--- config.mk ---
export PLATFORM = sky130hd
export DESIGN_NAME = resistive_touch_point_filter_top_flat
export DESIGN_NICKNAME = d
export VERILOG_FILES = /design/src/hw/rtl/rtpf_pkg.sv /design/src/hw/rtl/rtpf_if.sv /design/src/hw/rtl/rtpf_pair_avg.sv /design/src/hw/rtl/rtpf_scale_div.sv /design/src/hw/rtl/resistive_touch_point_filter_top.sv /design/src/flat_wrapper.sv
export SDC_FILE = /design/constraint.sdc
export NUM_CORES = 2
export LEC_CHECK = 0
export ABC_AREA = 0
export BUFFER_PORTS_ARGS = -buffer_cell sky130_fd_sc_hd__buf_2
export CAP_MARGIN = 40
export CORE_AREA = 2 2 329 234
export DETAILED_ROUTE_END_ITERATION = 10
export DIE_AREA = 0 0 331 236
export PLACE_DENSITY = 0.67
export SETUP_SLACK_MARGIN = 0.05
export SLEW_MARGIN = 15
export SYNTH_ARGS = -nofsm -noshare
export SYNTH_HDL_FRONTEND = slang
export SYNTH_SLANG_ARGS = --single-unit
--- constraint.sdc ---
create_clock -name clock -period 20 [get_ports clock]
set_input_delay 1 -clock clock [delete_from_list [all_inputs] [get_ports clock]]
set_output_delay 1 -clock clock [all_outputs]
set_load 0.02 [all_outputs]
--- src/hw/rtl/rtpf_pkg.sv ---
`timescale 1ns / 1ps
// ----------------------------------------------------------------------------
// rtpf_pkg - shared types and constants
// Payload structs, register indexes and rotation codes for the touch filter.
// ----------------------------------------------------------------------------
package rtpf_pkg;

   localparam int unsigned SAMPLE_W   = 12;
   localparam int unsigned PRESSURE_W = 13;
   localparam int unsigned CSR_IDX_W  = 3;
   localparam int unsigned CSR_DATA_W = 13;

   localparam logic [SAMPLE_W-1:0] FULL_SCALE = 12'd4095;

   // register indexes
   localparam logic [CSR_IDX_W-1:0] REG_ROTATION   = 3'd0;
   localparam logic [CSR_IDX_W-1:0] REG_THRESHOLD  = 3'd1;
   localparam logic [CSR_IDX_W-1:0] REG_INTERVAL   = 3'd2;
   localparam logic [CSR_IDX_W-1:0] REG_INIT_MIN_X = 3'd3;
   localparam logic [CSR_IDX_W-1:0] REG_INIT_MAX_X = 3'd4;
   localparam logic [CSR_IDX_W-1:0] REG_INIT_MIN_Y = 3'd5;
   localparam logic [CSR_IDX_W-1:0] REG_INIT_MAX_Y = 3'd6;

   // rotation codes
   localparam logic [1:0] ROT_SWAP_MIRROR_X = 2'd0;
   localparam logic [1:0] ROT_NORMAL        = 2'd1;
   localparam logic [1:0] ROT_SWAP_MIRROR_Y = 2'd2;
   localparam logic [1:0] ROT_MIRROR_BOTH   = 2'd3;

   // reset values
   localparam logic [1:0]            RST_ROTATION  = ROT_NORMAL;
   localparam logic [PRESSURE_W-1:0] RST_THRESHOLD = 13'd400;
   localparam logic [7:0]            RST_INTERVAL  = 8'd3;
   localparam logic [SAMPLE_W-1:0]   RST_INIT_MIN  = 12'd4095;
   localparam logic [SAMPLE_W-1:0]   RST_INIT_MAX  = 12'd0;

   typedef struct packed {
      logic [31:0]         now_ms;
      logic [SAMPLE_W-1:0] press_one;
      logic [SAMPLE_W-1:0] press_two;
      logic [SAMPLE_W-1:0] first_axis_a;
      logic [SAMPLE_W-1:0] first_axis_b;
      logic [SAMPLE_W-1:0] first_axis_c;
      logic [SAMPLE_W-1:0] second_axis_a;
      logic [SAMPLE_W-1:0] second_axis_b;
      logic [SAMPLE_W-1:0] second_axis_c;
   } req_payload_type;

   typedef struct packed {
      logic                  is_touched;
      logic                  frame_skipped;
      logic [PRESSURE_W-1:0] pressure;
      logic [SAMPLE_W-1:0]   raw_x;
      logic [SAMPLE_W-1:0]   raw_y;
      logic [8:0]            screen_x;
      logic [7:0]            screen_y;
   } rsp_payload_type;

   typedef struct packed {
      logic [CSR_IDX_W-1:0]  reg_index;
      logic [CSR_DATA_W-1:0] wr_data;
   } csr_payload_type;

endpackage

--- src/hw/rtl/rtpf_if.sv ---
`timescale 1ns / 1ps
// ----------------------------------------------------------------------------
// rtpf_if - channel interfaces
// Valid/ready channels for requests, responses and register writes.
// ----------------------------------------------------------------------------
interface rtpf_req_if;
   logic                     valid;
   logic                     ready;
   rtpf_pkg::req_payload_type data;
   modport source (output valid, output data, input ready);
   modport sink   (input valid, input data, output ready);
endinterface

interface rtpf_rsp_if;
   logic                     valid;
   logic                     ready;
   rtpf_pkg::rsp_payload_type data;
   modport source (output valid, output data, input ready);
   modport sink   (input valid, input data, output ready);
endinterface

interface rtpf_csr_if;
   logic                     valid;
   logic                     ready;
   rtpf_pkg::csr_payload_type data;
   modport source (output valid, output data, input ready);
   modport sink   (input valid, input data, output ready);
endinterface

--- src/hw/rtl/rtpf_pair_avg.sv ---
`timescale 1ns / 1ps
// ----------------------------------------------------------------------------
// rtpf_pair_avg - axis lane
// Averages the two closest of three samples; ties prefer a+b, then a+c.
// ----------------------------------------------------------------------------
module rtpf_pair_avg (
   input  logic [rtpf_pkg::SAMPLE_W-1:0] samp_a,
   input  logic [rtpf_pkg::SAMPLE_W-1:0] samp_b,
   input  logic [rtpf_pkg::SAMPLE_W-1:0] samp_c,
   output logic [rtpf_pkg::SAMPLE_W-1:0] avg
);
   import rtpf_pkg::*;

   logic [SAMPLE_W-1:0] d_ab, d_ac, d_bc;
   logic [SAMPLE_W:0]   sum_ab, sum_ac, sum_bc;

   assign d_ab = (samp_a > samp_b) ? samp_a - samp_b : samp_b - samp_a;
   assign d_ac = (samp_a > samp_c) ? samp_a - samp_c : samp_c - samp_a;
   assign d_bc = (samp_b > samp_c) ? samp_b - samp_c : samp_c - samp_b;

   assign sum_ab = {1'b0, samp_a} + {1'b0, samp_b};
   assign sum_ac = {1'b0, samp_a} + {1'b0, samp_c};
   assign sum_bc = {1'b0, samp_b} + {1'b0, samp_c};

   always_comb begin
      if (d_ab <= d_ac && d_ab <= d_bc) begin
         avg = sum_ab[SAMPLE_W:1];
      end else if (d_ac <= d_ab && d_ac <= d_bc) begin
         avg = sum_ac[SAMPLE_W:1];
      end else begin
         avg = sum_bc[SAMPLE_W:1];
      end
   end

endmodule

--- src/hw/rtl/rtpf_scale_div.sv ---
`timescale 1ns / 1ps
// ----------------------------------------------------------------------------
// rtpf_scale_div - screen scaling lane
// (value - lo) * SIZE / (hi - lo): a multiply step, then one quotient bit
// per cycle by restoring division. An empty window or a value below lo gives zero.
// ----------------------------------------------------------------------------
module rtpf_scale_div #(
   parameter  int SIZE = 320,
   localparam int SW   = $clog2(SIZE + 1),
   localparam int NW   = rtpf_pkg::SAMPLE_W + SW
) (
   input  logic                          clock,
   input  logic                          reset,
   input  logic                          start,
   input  logic [rtpf_pkg::SAMPLE_W-1:0] value,
   input  logic [rtpf_pkg::SAMPLE_W-1:0] lo,
   input  logic [rtpf_pkg::SAMPLE_W-1:0] hi,
   output logic                          done,
   output logic [NW-1:0]                 quot
);
   import rtpf_pkg::*;

   localparam int CW = $clog2(NW + 1);

   typedef enum logic [1:0] {D_IDLE, D_MULT, D_RUN} div_state_type;

   div_state_type       state_ff;
   logic                done_ff;
   logic                empty_ff;
   logic [SAMPLE_W-1:0] diff_ff;
   logic [SAMPLE_W-1:0] den_ff;
   logic [SAMPLE_W-1:0] rem_ff;
   logic [NW-1:0]       num_ff;
   logic [CW-1:0]       cnt_ff;

   logic [SAMPLE_W:0]   trial;
   logic                take;
   logic [SAMPLE_W:0]   trial_sub;

   assign trial     = {rem_ff, num_ff[NW-1]};
   assign take      = trial >= {1'b0, den_ff};
   assign trial_sub = trial - {1'b0, den_ff};

   always_ff @(posedge clock) begin
      if (reset) begin
         state_ff <= D_IDLE;
         done_ff  <= 1'b0;
      end else begin
         case (state_ff)
            D_IDLE: begin
               if (start) begin
                  done_ff  <= 1'b0;
                  empty_ff <= (hi <= lo) || (value < lo);
                  diff_ff  <= value - lo;
                  den_ff   <= hi - lo;
                  state_ff <= D_MULT;
               end
            end
            D_MULT: begin
               num_ff   <= NW'(diff_ff) * NW'(SIZE);
               rem_ff   <= '0;
               cnt_ff   <= CW'(NW);
               state_ff <= D_RUN;
            end
            D_RUN: begin
               // quotient bits shift in where numerator bits leave
               rem_ff <= take ? trial_sub[SAMPLE_W-1:0] : trial[SAMPLE_W-1:0];
               num_ff <= {num_ff[NW-2:0], take};
               cnt_ff <= cnt_ff - CW'(1);
               if (cnt_ff == CW'(1)) begin
                  done_ff  <= 1'b1;
                  state_ff <= D_IDLE;
               end
            end
            default: state_ff <= D_IDLE;
         endcase
      end
   end

   assign done = done_ff;
   assign quot = empty_ff ? '0 : num_ff;

endmodule

--- src/hw/rtl/resistive_touch_point_filter_top.sv ---
`timescale 1ns / 1ps
// ----------------------------------------------------------------------------
// resistive_touch_point_filter_top - touch frame filter and screen scaler
// Usage:
//   req_chan : one measurement frame per request (time, z1/z2, 3+3 samples).
//   rsp_chan : one result per request: touch flag, skip flag, held pressure,
//              held rotated point and its screen coordinates.
//   csr_chan : register writes, always ready; write only while idle.
//   An accepted request runs capture, update, window, lane start, then the
//   two scaling lanes in parallel, each a multiply step followed by a
//   restoring division; the wait ends once both lanes are done. One request
//   is in flight at a time: the next is taken only after this result has
//   been loaded into the output register.
//   A finished result sits in the output register; the next request is taken
//   while it waits. If the receiver still stalls when the following result
//   is ready, the block holds that result and takes no new request.
//   Reset loads register defaults, clears held point/pressure/time and sets
//   the calibration window to its empty default.
// ----------------------------------------------------------------------------
module resistive_touch_point_filter_top #(
   parameter int SCREEN_WIDTH  = 320,
   parameter int SCREEN_HEIGHT = 240
) (
   input  logic       clock,
   input  logic       reset,
   rtpf_req_if.sink   req_chan,
   rtpf_rsp_if.source rsp_chan,
   rtpf_csr_if.sink   csr_chan
);
   import rtpf_pkg::*;

   localparam int XNW = SAMPLE_W + $clog2(SCREEN_WIDTH + 1);
   localparam int YNW = SAMPLE_W + $clog2(SCREEN_HEIGHT + 1);

   typedef enum logic [2:0] {
      ST_IDLE, ST_UPDATE, ST_WINDOW, ST_START, ST_WAIT, ST_DONE
   } state_type;

   state_type             state_ff;
   req_payload_type       frame_ff;
   logic [1:0]            rot_ff;
   logic [PRESSURE_W-1:0] thr_ff;
   logic [7:0]            intv_ff;
   logic [31:0]           last_good_ff;
   logic [PRESSURE_W-1:0] held_p_ff;
   logic [SAMPLE_W-1:0]   held_x_ff, held_y_ff;
   logic [SAMPLE_W-1:0]   win_min_x_ff, win_max_x_ff, win_min_y_ff, win_max_y_ff;
   logic                  skip_ff;
   logic                  rsp_valid_ff;
   rsp_payload_type       rsp_data_ff;

   logic [SAMPLE_W-1:0]   avg_f, avg_s;
   logic [31:0]           elapsed;
   logic                  skipped;
   logic [PRESSURE_W-1:0] z_sum, z_val;
   logic [SAMPLE_W-1:0]   rot_x, rot_y;
   logic                  div_start;
   logic                  done_x, done_y;
   logic [XNW-1:0]        quot_x;
   logic [YNW-1:0]        quot_y;
   logic                  csr_write;

   // axis lanes
   rtpf_pair_avg u_lane_f (
      .samp_a (frame_ff.first_axis_a),
      .samp_b (frame_ff.first_axis_b),
      .samp_c (frame_ff.first_axis_c),
      .avg    (avg_f)
   );

   rtpf_pair_avg u_lane_s (
      .samp_a (frame_ff.second_axis_a),
      .samp_b (frame_ff.second_axis_b),
      .samp_c (frame_ff.second_axis_c),
      .avg    (avg_s)
   );

   // scaling lanes
   rtpf_scale_div #(.SIZE(SCREEN_WIDTH)) u_scale_x (
      .clock (clock),
      .reset (reset),
      .start (div_start),
      .value (held_x_ff),
      .lo    (win_min_x_ff),
      .hi    (win_max_x_ff),
      .done  (done_x),
      .quot  (quot_x)
   );

   rtpf_scale_div #(.SIZE(SCREEN_HEIGHT)) u_scale_y (
      .clock (clock),
      .reset (reset),
      .start (div_start),
      .value (held_y_ff),
      .lo    (win_min_y_ff),
      .hi    (win_max_y_ff),
      .done  (done_y),
      .quot  (quot_y)
   );

   assign elapsed = frame_ff.now_ms - last_good_ff;
   assign skipped = elapsed < {24'd0, intv_ff};
   assign z_sum   = {1'b0, frame_ff.press_one} + {1'b0, FULL_SCALE};
   assign z_val   = (z_sum > {1'b0, frame_ff.press_two})
                    ? z_sum - {1'b0, frame_ff.press_two} : '0;

   always_comb begin
      case (rot_ff)
         ROT_SWAP_MIRROR_X: begin
            rot_x = FULL_SCALE - avg_s;
            rot_y = avg_f;
         end
         ROT_NORMAL: begin
            rot_x = avg_f;
            rot_y = avg_s;
         end
         ROT_SWAP_MIRROR_Y: begin
            rot_x = avg_s;
            rot_y = FULL_SCALE - avg_f;
         end
         default: begin
            rot_x = FULL_SCALE - avg_f;
            rot_y = FULL_SCALE - avg_s;
         end
      endcase
   end

   assign div_start      = (state_ff == ST_START);
   assign csr_write      = csr_chan.valid && csr_chan.ready;
   assign csr_chan.ready = 1'b1;
   assign req_chan.ready = (state_ff == ST_IDLE) && !reset;
   assign rsp_chan.valid = rsp_valid_ff;
   assign rsp_chan.data  = rsp_data_ff;

   always_ff @(posedge clock) begin
      if (reset) begin
         state_ff     <= ST_IDLE;
         rot_ff       <= RST_ROTATION;
         thr_ff       <= RST_THRESHOLD;
         intv_ff      <= RST_INTERVAL;
         last_good_ff <= '0;
         held_p_ff    <= '0;
         held_x_ff    <= '0;
         held_y_ff    <= '0;
         win_min_x_ff <= RST_INIT_MIN;
         win_max_x_ff <= RST_INIT_MAX;
         win_min_y_ff <= RST_INIT_MIN;
         win_max_y_ff <= RST_INIT_MAX;
         skip_ff      <= 1'b0;
         rsp_valid_ff <= 1'b0;
      end else begin
         // init writes load the window bound directly
         if (csr_write) begin
            case (csr_chan.data.reg_index)
               REG_ROTATION:   rot_ff       <= csr_chan.data.wr_data[1:0];
               REG_THRESHOLD:  thr_ff       <= csr_chan.data.wr_data;
               REG_INTERVAL:   intv_ff      <= csr_chan.data.wr_data[7:0];
               REG_INIT_MIN_X: win_min_x_ff <= csr_chan.data.wr_data[SAMPLE_W-1:0];
               REG_INIT_MAX_X: win_max_x_ff <= csr_chan.data.wr_data[SAMPLE_W-1:0];
               REG_INIT_MIN_Y: win_min_y_ff <= csr_chan.data.wr_data[SAMPLE_W-1:0];
               REG_INIT_MAX_Y: win_max_y_ff <= csr_chan.data.wr_data[SAMPLE_W-1:0];
               default: ;
            endcase
         end

         // ST_DONE reloads the register itself when the old result leaves
         if (rsp_valid_ff && rsp_chan.ready && state_ff != ST_DONE) begin
            rsp_valid_ff <= 1'b0;
         end

         case (state_ff)
            ST_IDLE: begin
               if (req_chan.valid) begin
                  frame_ff <= req_chan.data;
                  state_ff <= ST_UPDATE;
               end
            end
            ST_UPDATE: begin
               skip_ff <= skipped;
               if (!skipped) begin
                  if (z_val < thr_ff) begin
                     held_p_ff <= '0;
                  end else begin
                     held_p_ff    <= z_val;
                     last_good_ff <= frame_ff.now_ms;
                     held_x_ff    <= rot_x;
                     held_y_ff    <= rot_y;
                  end
               end
               state_ff <= ST_WINDOW;
            end
            ST_WINDOW: begin
               if (held_x_ff < win_min_x_ff) win_min_x_ff <= held_x_ff;
               if (held_x_ff > win_max_x_ff) win_max_x_ff <= held_x_ff;
               if (held_y_ff < win_min_y_ff) win_min_y_ff <= held_y_ff;
               if (held_y_ff > win_max_y_ff) win_max_y_ff <= held_y_ff;
               state_ff <= ST_START;
            end
            ST_START: begin
               state_ff <= ST_WAIT;
            end
            ST_WAIT: begin
               if (done_x && done_y) begin
                  state_ff <= ST_DONE;
               end
            end
            ST_DONE: begin
               if (!rsp_valid_ff || rsp_chan.ready) begin
                  rsp_valid_ff               <= 1'b1;
                  rsp_data_ff.is_touched     <= held_p_ff >= thr_ff;
                  rsp_data_ff.frame_skipped  <= skip_ff;
                  rsp_data_ff.pressure       <= held_p_ff;
                  rsp_data_ff.raw_x          <= held_x_ff;
                  rsp_data_ff.raw_y          <= held_y_ff;
                  rsp_data_ff.screen_x       <= 9'(quot_x);
                  rsp_data_ff.screen_y       <= 8'(quot_y);
                  state_ff                   <= ST_IDLE;
               end
            end
            default: state_ff <= ST_IDLE;
         endcase
      end
   end

endmodule

--- src/flat_wrapper.sv ---
// flat-port wrapper written by rule: the top's interface ports become plain ports
module resistive_touch_point_filter_top_flat import rtpf_pkg::*;
#(
   parameter int SCREEN_WIDTH  = 320,
   parameter int SCREEN_HEIGHT = 240
)
  (clock, reset, req_chan_valid, req_chan_data, req_chan_ready, rsp_chan_valid, rsp_chan_data, rsp_chan_ready, csr_chan_valid, csr_chan_data, csr_chan_ready);
  rtpf_req_if req_chan_i ();
  rtpf_rsp_if rsp_chan_i ();
  rtpf_csr_if csr_chan_i ();
  input  logic clock;
  input  logic reset;
  input wire logic [$bits(req_chan_i.valid)-1:0] req_chan_valid;
  input wire logic [$bits(req_chan_i.data)-1:0] req_chan_data;
  output wire logic [$bits(req_chan_i.ready)-1:0] req_chan_ready;
  output wire logic [$bits(rsp_chan_i.valid)-1:0] rsp_chan_valid;
  output wire logic [$bits(rsp_chan_i.data)-1:0] rsp_chan_data;
  input wire logic [$bits(rsp_chan_i.ready)-1:0] rsp_chan_ready;
  input wire logic [$bits(csr_chan_i.valid)-1:0] csr_chan_valid;
  input wire logic [$bits(csr_chan_i.data)-1:0] csr_chan_data;
  output wire logic [$bits(csr_chan_i.ready)-1:0] csr_chan_ready;
  assign req_chan_i.valid = req_chan_valid;
  assign req_chan_i.data = req_chan_data;
  assign req_chan_ready = req_chan_i.ready;
  assign rsp_chan_valid = rsp_chan_i.valid;
  assign rsp_chan_data = rsp_chan_i.data;
  assign rsp_chan_i.ready = rsp_chan_ready;
  assign csr_chan_i.valid = csr_chan_valid;
  assign csr_chan_i.data = csr_chan_data;
  assign csr_chan_ready = csr_chan_i.ready;
  resistive_touch_point_filter_top #(.SCREEN_WIDTH(SCREEN_WIDTH), .SCREEN_HEIGHT(SCREEN_HEIGHT)) u_core (.clock(clock), .reset(reset), .req_chan(req_chan_i), .rsp_chan(rsp_chan_i), .csr_chan(csr_chan_i));
endmodule
# Yosys cells after proc, flatten, opt, wreduce, memory -nomap -nowiden
# Index checks and enable logic that the tools add are counted.
classes:
  bitwise: 3
  n_reduce_logical: 38
  div_mod_pow: 0
  order_cmp: 26
  shifts: 0
  n_addsub: 31
  muxes: 55
  eq_ne: 27
  n_mul: 2
op_table:
  columns: ["op", "n"]
  rows:
  - ["$mux 12", 28]
  - ["$sub 12x12->12", 18]
  - ["$le 12x12->1", 10]
  - ["$gt 12x12->1", 8]
  - ["$add 12x12->13", 6]
  - ["$pmux 12 s3", 2]
  - ["$pmux 12 s2", 2]
  - ["$pmux 21 s2", 1]
  - ["$pmux 20 s2", 1]
  - ["$lt 32x8->1", 1]
  - ["$sub 32x32->32", 1]
  - ["$ge 13x12->1", 2]
  - ["$mux 13", 2]
  - ["$lt 12x12->1", 2]
  - ["$reduce_and 3->1", 8]
  - ["$sub 12x12->12 const A", 2]
  - ["$pmux 5 s2", 2]
  - ["$pmux 3 s6", 1]
  - ["$mul 12x4->16 const B", 1]
  - ["$reduce_and 2->1", 8]
  - ["$eq 3x3->1 const B", 5]
  - ["$mul 12x3->15 const B", 1]
  - ["$add 12x12->13 const B", 1]
  - ["$ge 13x13->1", 1]
  - ["24 further kinds", 68]
word_totals:
  mem_bits_rw: 0
  memories: 0
  rom_bits: 0
  output_inout_bits: 59
  latchBits: 0
  reg_bits: 460
  wordCells: 228

# Depth between registers and ports, before layout
logic_depth:
  ltp_word: 8
  mapped_depth: 40

# By module
# From an unflattened synthesis, not the netlist that was laid out.
unflattened:
  cells_unflattened: 4210
  hier_area_um2: 38029.0
modules_own_cells:
  columns: ["mod", "seq_area_each_um2", "cells_each", "area_per_inst_um2", "n_inst"]
  rows:
  - ["resistive_touch_point_filter_top", 8428.1, 1699, 16951.3, 1]
  - ["rtpf_pair_avg", 0.0, 713, 5230.0, 2]
  - ["rtpf_scale_div (u_core.u_scale_y)", 1921.8, 595, 5661.7, 1]
  - ["rtpf_scale_div (u_core.u_scale_x)", 1951.9, 490, 4956.0, 1]

# Least setup slack after synthesis
# No wires, ideal clock.
synth_path:
  kind: "reg-to-reg"
  start: "reg u_core.frame_ff[60] (netlist name)"
  end: "reg u_core.held_y_ff[10]"
  setup_time_ps: 122
  stages_incl_launch_ff: 35
  n_path_buf: 3
  setup_slack_ps: 12224
  t_arrival_ps: 7654
  path_cell_list: "edfxtp_1 inv_1 ha_1 inv_1 fa_1 a21o_1 a21o_1 a21oi_1 o21bai_1 a21oi_1 o21bai_1 o21ai_1 clkbuf_1 mux2i_1 xnor2_1 inv_1 ha_1 and3_1 a221o_1 a221oi_1 a21bo_2 and2_1 clkbuf_1 clkbuf_1 o21ai_0 ha_1 nand2_1 a2111oi_4 o311ai_2 a2111oi_1 nor4_1 o31ai_1 a2111oi_0 mux2_2 a311o_1"
synth_via:
  elab_chain_len: 8
synth_rtl:
  columns: ["item", "line", "source"]
  rows:
  - ["start, declared", "resistive_touch_point_filter_top.sv:40", "req_payload_type frame_ff;"]
  - ["start signal, assigned", "resistive_touch_point_filter_top.sv:174", "frame_ff <= req_chan.data;"]
  - ["$sub 12x12->12 (tied with other cells)", "rtpf_pair_avg.sv:18", "assign d_ac = (samp_a > samp_c) ? samp_a - samp_c : samp_c - samp_a;"]
  - ["$mux 12 (on tied branches)", "rtpf_pair_avg.sv:18, rtpf_pair_avg.sv:17", null]
  - ["$le 12x12->1", "rtpf_pair_avg.sv:28", "end else if (d_ac <= d_ab && d_ac <= d_bc) begin"]
  - ["$logic_and 1x1->1", "rtpf_pair_avg.sv:28", null]
  - ["$mux 12", "rtpf_pair_avg.sv:28", null]
  - ["$mux 12 *", "rtpf_pair_avg.sv:26", "if (d_ab <= d_ac && d_ab <= d_bc) begin"]
  - ["$sub 12x12->12", "resistive_touch_point_filter_top.sv:119", "rot_y = FULL_SCALE - avg_f;"]
  - ["$pmux 12 s3 *", "resistive_touch_point_filter_top.sv:108", "case (rot_ff)"]
  - ["end signal, assigned", "resistive_touch_point_filter_top.sv:187", "held_y_ff <= rot_y;"]
  - ["end, declared", "resistive_touch_point_filter_top.sv:46", "logic [SAMPLE_W-1:0] held_x_ff, held_y_ff;"]
# Every way passes the cells marked *; elsewhere a longest branch is shown, timed or not.
# A chain may end at the register's enable or synchronous reset.

# Worst setup path in the final report
layout_path:
  start: "reg u_core.frame_ff[13] (netlist name)"
  end: "reg u_core.held_y_ff[10]"
layout_via:
  elab_chain_len: 8
layout_rtl:
  columns: ["item", "line", "source"]
  rows:
  - ["$sub 12x12->12 (tied with other cells)", "rtpf_pair_avg.sv:17", "assign d_ab = (samp_a > samp_b) ? samp_a - samp_b : samp_b - samp_a;"]
  - ["$mux 12 (on tied branches)", "rtpf_pair_avg.sv:17, rtpf_pair_avg.sv:19", null]
  - ["$le 12x12->1", "rtpf_pair_avg.sv:28", null]
  - ["$logic_and 1x1->1", "rtpf_pair_avg.sv:28", null]
  - ["$mux 12", "rtpf_pair_avg.sv:28", null]
  - ["$mux 12 *", "rtpf_pair_avg.sv:26", null]
  - ["$sub 12x12->12", "resistive_touch_point_filter_top.sv:123", "rot_y = FULL_SCALE - avg_s;"]
  - ["$pmux 12 s3 *", "resistive_touch_point_filter_top.sv:108", null]
# Marks and branches as above.

==> flow_summary.yaml <==
outcome:
  outcome: "finished clean"
route:
  first_pass_iters: 8
  wl_mm: 93.6
  via_per_inst: 5.60
  drtIter0Drc: 2304
  drc: 0
  wire_per_inst_um: 18.4
  vias: 28480
  postRouteAntennaNets: 0
power:
  max-vdd-ir-drop_uv: 72.1
  p_total_w: 0.00366
  power.leakage_nw: 17.4
  powerDensity_mw_per_mm2: 92.3
synthesis:
  synth_edf_count: 309
  ys_seq_area_frac: 0.345
  synth_seq_cells: 460
  netlist_area_mm2: 0.0357
  synth_top_flop_cell: "edfxtp_1"
  synth_common_cells: "ha_1, inv_1, a21oi_1, nand2_1, edfxtp_1"
  synthArstFlopShare: 0
  yosysMostFrequentCell: "ha_1"
  ys_types: 92
  synthTopCellsByArea: "edfxtp_1, ha_1, dfxtp_1, a21oi_1, inv_1"
  syn_inst: 3874
  synth_top_cell_by_area: "edfxtp_1"
  synth_nets: 4544
  yosysWarnings: 0
  syn_area_per_cell_um2: 9.20
  synth_top_cell_area_share: 0.260
placement:
  pre_cts_ws_ps: 10790
  placed_cells: 4989
  finalWeightedCongestion: 0.927
  port_buffers: 206
  dp_hpwl_mm: 73.0
cts:
  clk_pin_slew_ps: 60
  cts_sinks: 460
  cts_buffer_depth: 3
  cts_tree: "yes"
  root_buffer: "clkbuf_16"
  h-tree-depth: 2
  post_cts_buffers: 0
  numCtsBuffers: 49
  hold_buffers: 0
  cts_resized: 0
  clk_latency_ps: 630
global_routing:
  grt-ovfl-total: 0
  grt_antenna_before_repair: 4
  grt_pass1_vias: 26282
  grt_max_degree: 76
  grtUsageTotal: 0.237
  grt_pass1_wl_mm: 147
floorplanning:
  io_pins: 208
  die_area_mm2: 0.0781
  rows: 85
  die_w_um: 331
  coreArea_mm2: 0.0755
  die_h_um: 236
  start_util: 0.472
final_layout:
  area_delta_synth_final_pct: 11.2
  ff_latch_area_mm2: 0.0123
  fin_nets: 4711
  stdcell_count: 5086
  drive_above_1_share: 0.0968
  n_fill_cell: 6944
  multi_input_comb_area_mm2: 0.0215
sta:
  slew_viol_final: 0
  clock_skew_ps: 21.8
  max_slew.worst_pin.slew_ps: 888
  period_needed_ps: 9430
  rsz0062_at_grt: "false"
  finalSetupViolCount: 0
  max-slew-margin-rel: 0.408
  fin_crit_sh: 0.472
  tns_ps: 0
  hold_viol: 0
  setup_slack_ps: 10570
  fmax_ghz: 0.106
hold_path:
  min_to: "u_core.rsp_chan.data[54]"
  whs_path_depth: 0
  min_from: "u_core.skip_ff"
  hold_path_class: "register to register"
worst_setup_path:
  worst_path_most_repeated_cell: "o21ai_0"
  crit_type: "register to register"
  critPathLaunchType: "register"
  required_ps: 20510
  crit_slowest_cell: "nand3b_1"
  cp_max_fo: 24
  max_stage_delay_ps: 650
  cp-end-kind: "register"
  r2r_end: "u_core.held_y_ff[10]"
  crit-reg2reg-launch: "u_core.frame_ff[13]"
  r2r_slack_ps: 10570
  cp.arrival_ps: 9950
  rr_worst_depth: 34
run:
  maxCapViolations: 0
worst max path at each step:
stage / end / slack (ps) / from / cells after the start
5_1_grt: u_core.held_y_ff[10] / 9840 / u_core.frame_ff[13] / 34
3_3_place_gp: u_core.held_y_ff[10] / 11020 / u_core.frame_ff[13] / 34
3_5_place_dp: u_core.held_y_ff[10] / 10790 / u_core.frame_ff[13] / 34
6_report: u_core.held_y_ff[10] / 10570 / u_core.frame_ff[13] / 34
4_1_cts: u_core.held_y_ff[10] / 10740 / u_core.frame_ff[13] / 34
2_1_floorplan: u_core.held_y_ff[10] / 12220 / u_core.frame_ff[60] / 34
kinds of logic after synthesis:
family / after synthesis / share of synthesized area
DFF: 460 / 0.345
AOI/OAI and AO/OA: 1032 / 0.184
xor gates and xnor gates: 192 / 0.0472
muxes: 150 / 0.0432
adders and majority gates: 521 / 0.192
buffers and inverters: 514 / 0.0549
and+or+nand+nor: 1004 / 0.133
other: 1 / 0.000105
layout by cell type, fill, tap and decap left out, types with 8 or more instances in the layout:
cell       synthesis  final
mux2_2            31     31
inv_1            390    390
nor3b_1           13     12
clkbuf_1         104     12
nor4_1            12     10
and3_1            19     19
and2_1            25     24
nand2b_1          40     40
nor3_1            70     67
nand4_1           62     62
a31oi_1           24     24
o21ai_0          220    220
dfxtp_1          151    151
edfxtp_1         309    309
ha_1             475    475
o31ai_1           16     16
a21boi_0          40     40
nand3_1           47     47
o21bai_1          54     54
clkbuf_16          0     55
buf_4              1     25
fa_1              46     46
a211oi_1          38     38
xnor2_1          127    127
o21a_1            24     24
a2111oi_0          8      8
o211ai_1          23     23
or3_1             18     18
a21oi_1          347    347
xor2_1            65     65
buf_2              9    205
a211oi_2          10     10
nand2_1          323    323
mux2i_1          119    119
a21o_1           121    121
nor2_1           265    264
a22oi_1           13     13
nor2b_1           75     73
flip-flops by register name (all words and copies together), names as in the netlist, 13 cells and up:
signal and flops:
u_core.frame_ff 128, u_core.held_p_ff 13, u_core.last_good_ff 32, u_core.rsp_chan.data 56, u_core.thr_ff 13, u_core.u_scale_x.num_ff 21
u_core.u_scale_y.num_ff 20
through the flow:
step	area [µm²]	utilization	hold slack, ps
floorplan	35700	-	409
global placement	37700	0.499	419
detailed placement	37800	0.501	422
CTS	39600	0.525	437
global route	39600	0.525	440
finish	39600	0.525	433
layer usage:
layer / GRT usage / routed length (µm) / vias up
met2: 0.333 / 37800 / 826
met3: 0.0363 / 6180 / 99
li1: - / - / 14142
met1: 0.376 / 48000 / 13413
met4: 0.0520 / 1630 / 0
met5: 0 / 0 / -
critical path, delay by kind of cell, from the launching register on:
family	cells	cell delay [ps]
adders and majority gates	3	1140
and+or+nand+nor	11	2150
AOI/OAI and AO/OA	16	4230
buffers and inverters	2	440
DFF	1	570
muxes	2	770
layout make-up:
type                            count  share of cell area
Tap cell                         1000              0.0316
Clock buffer                       72              0.0376
Clock inverter                     20             0.00713
Timing Repair Buffer              239              0.0348
Inverter                          391              0.0370
Antenna cell                        4            0.000252
Multi-Input combinational cell   2900               0.541
Sequential cell                   460               0.310
report_power, final:
part	switching [W]	internal, W
registers	0.0000637	0.00108
clock network	0.000406	0.000597
logic	0.000888	0.000619
(Power assumes the default switching activity.)
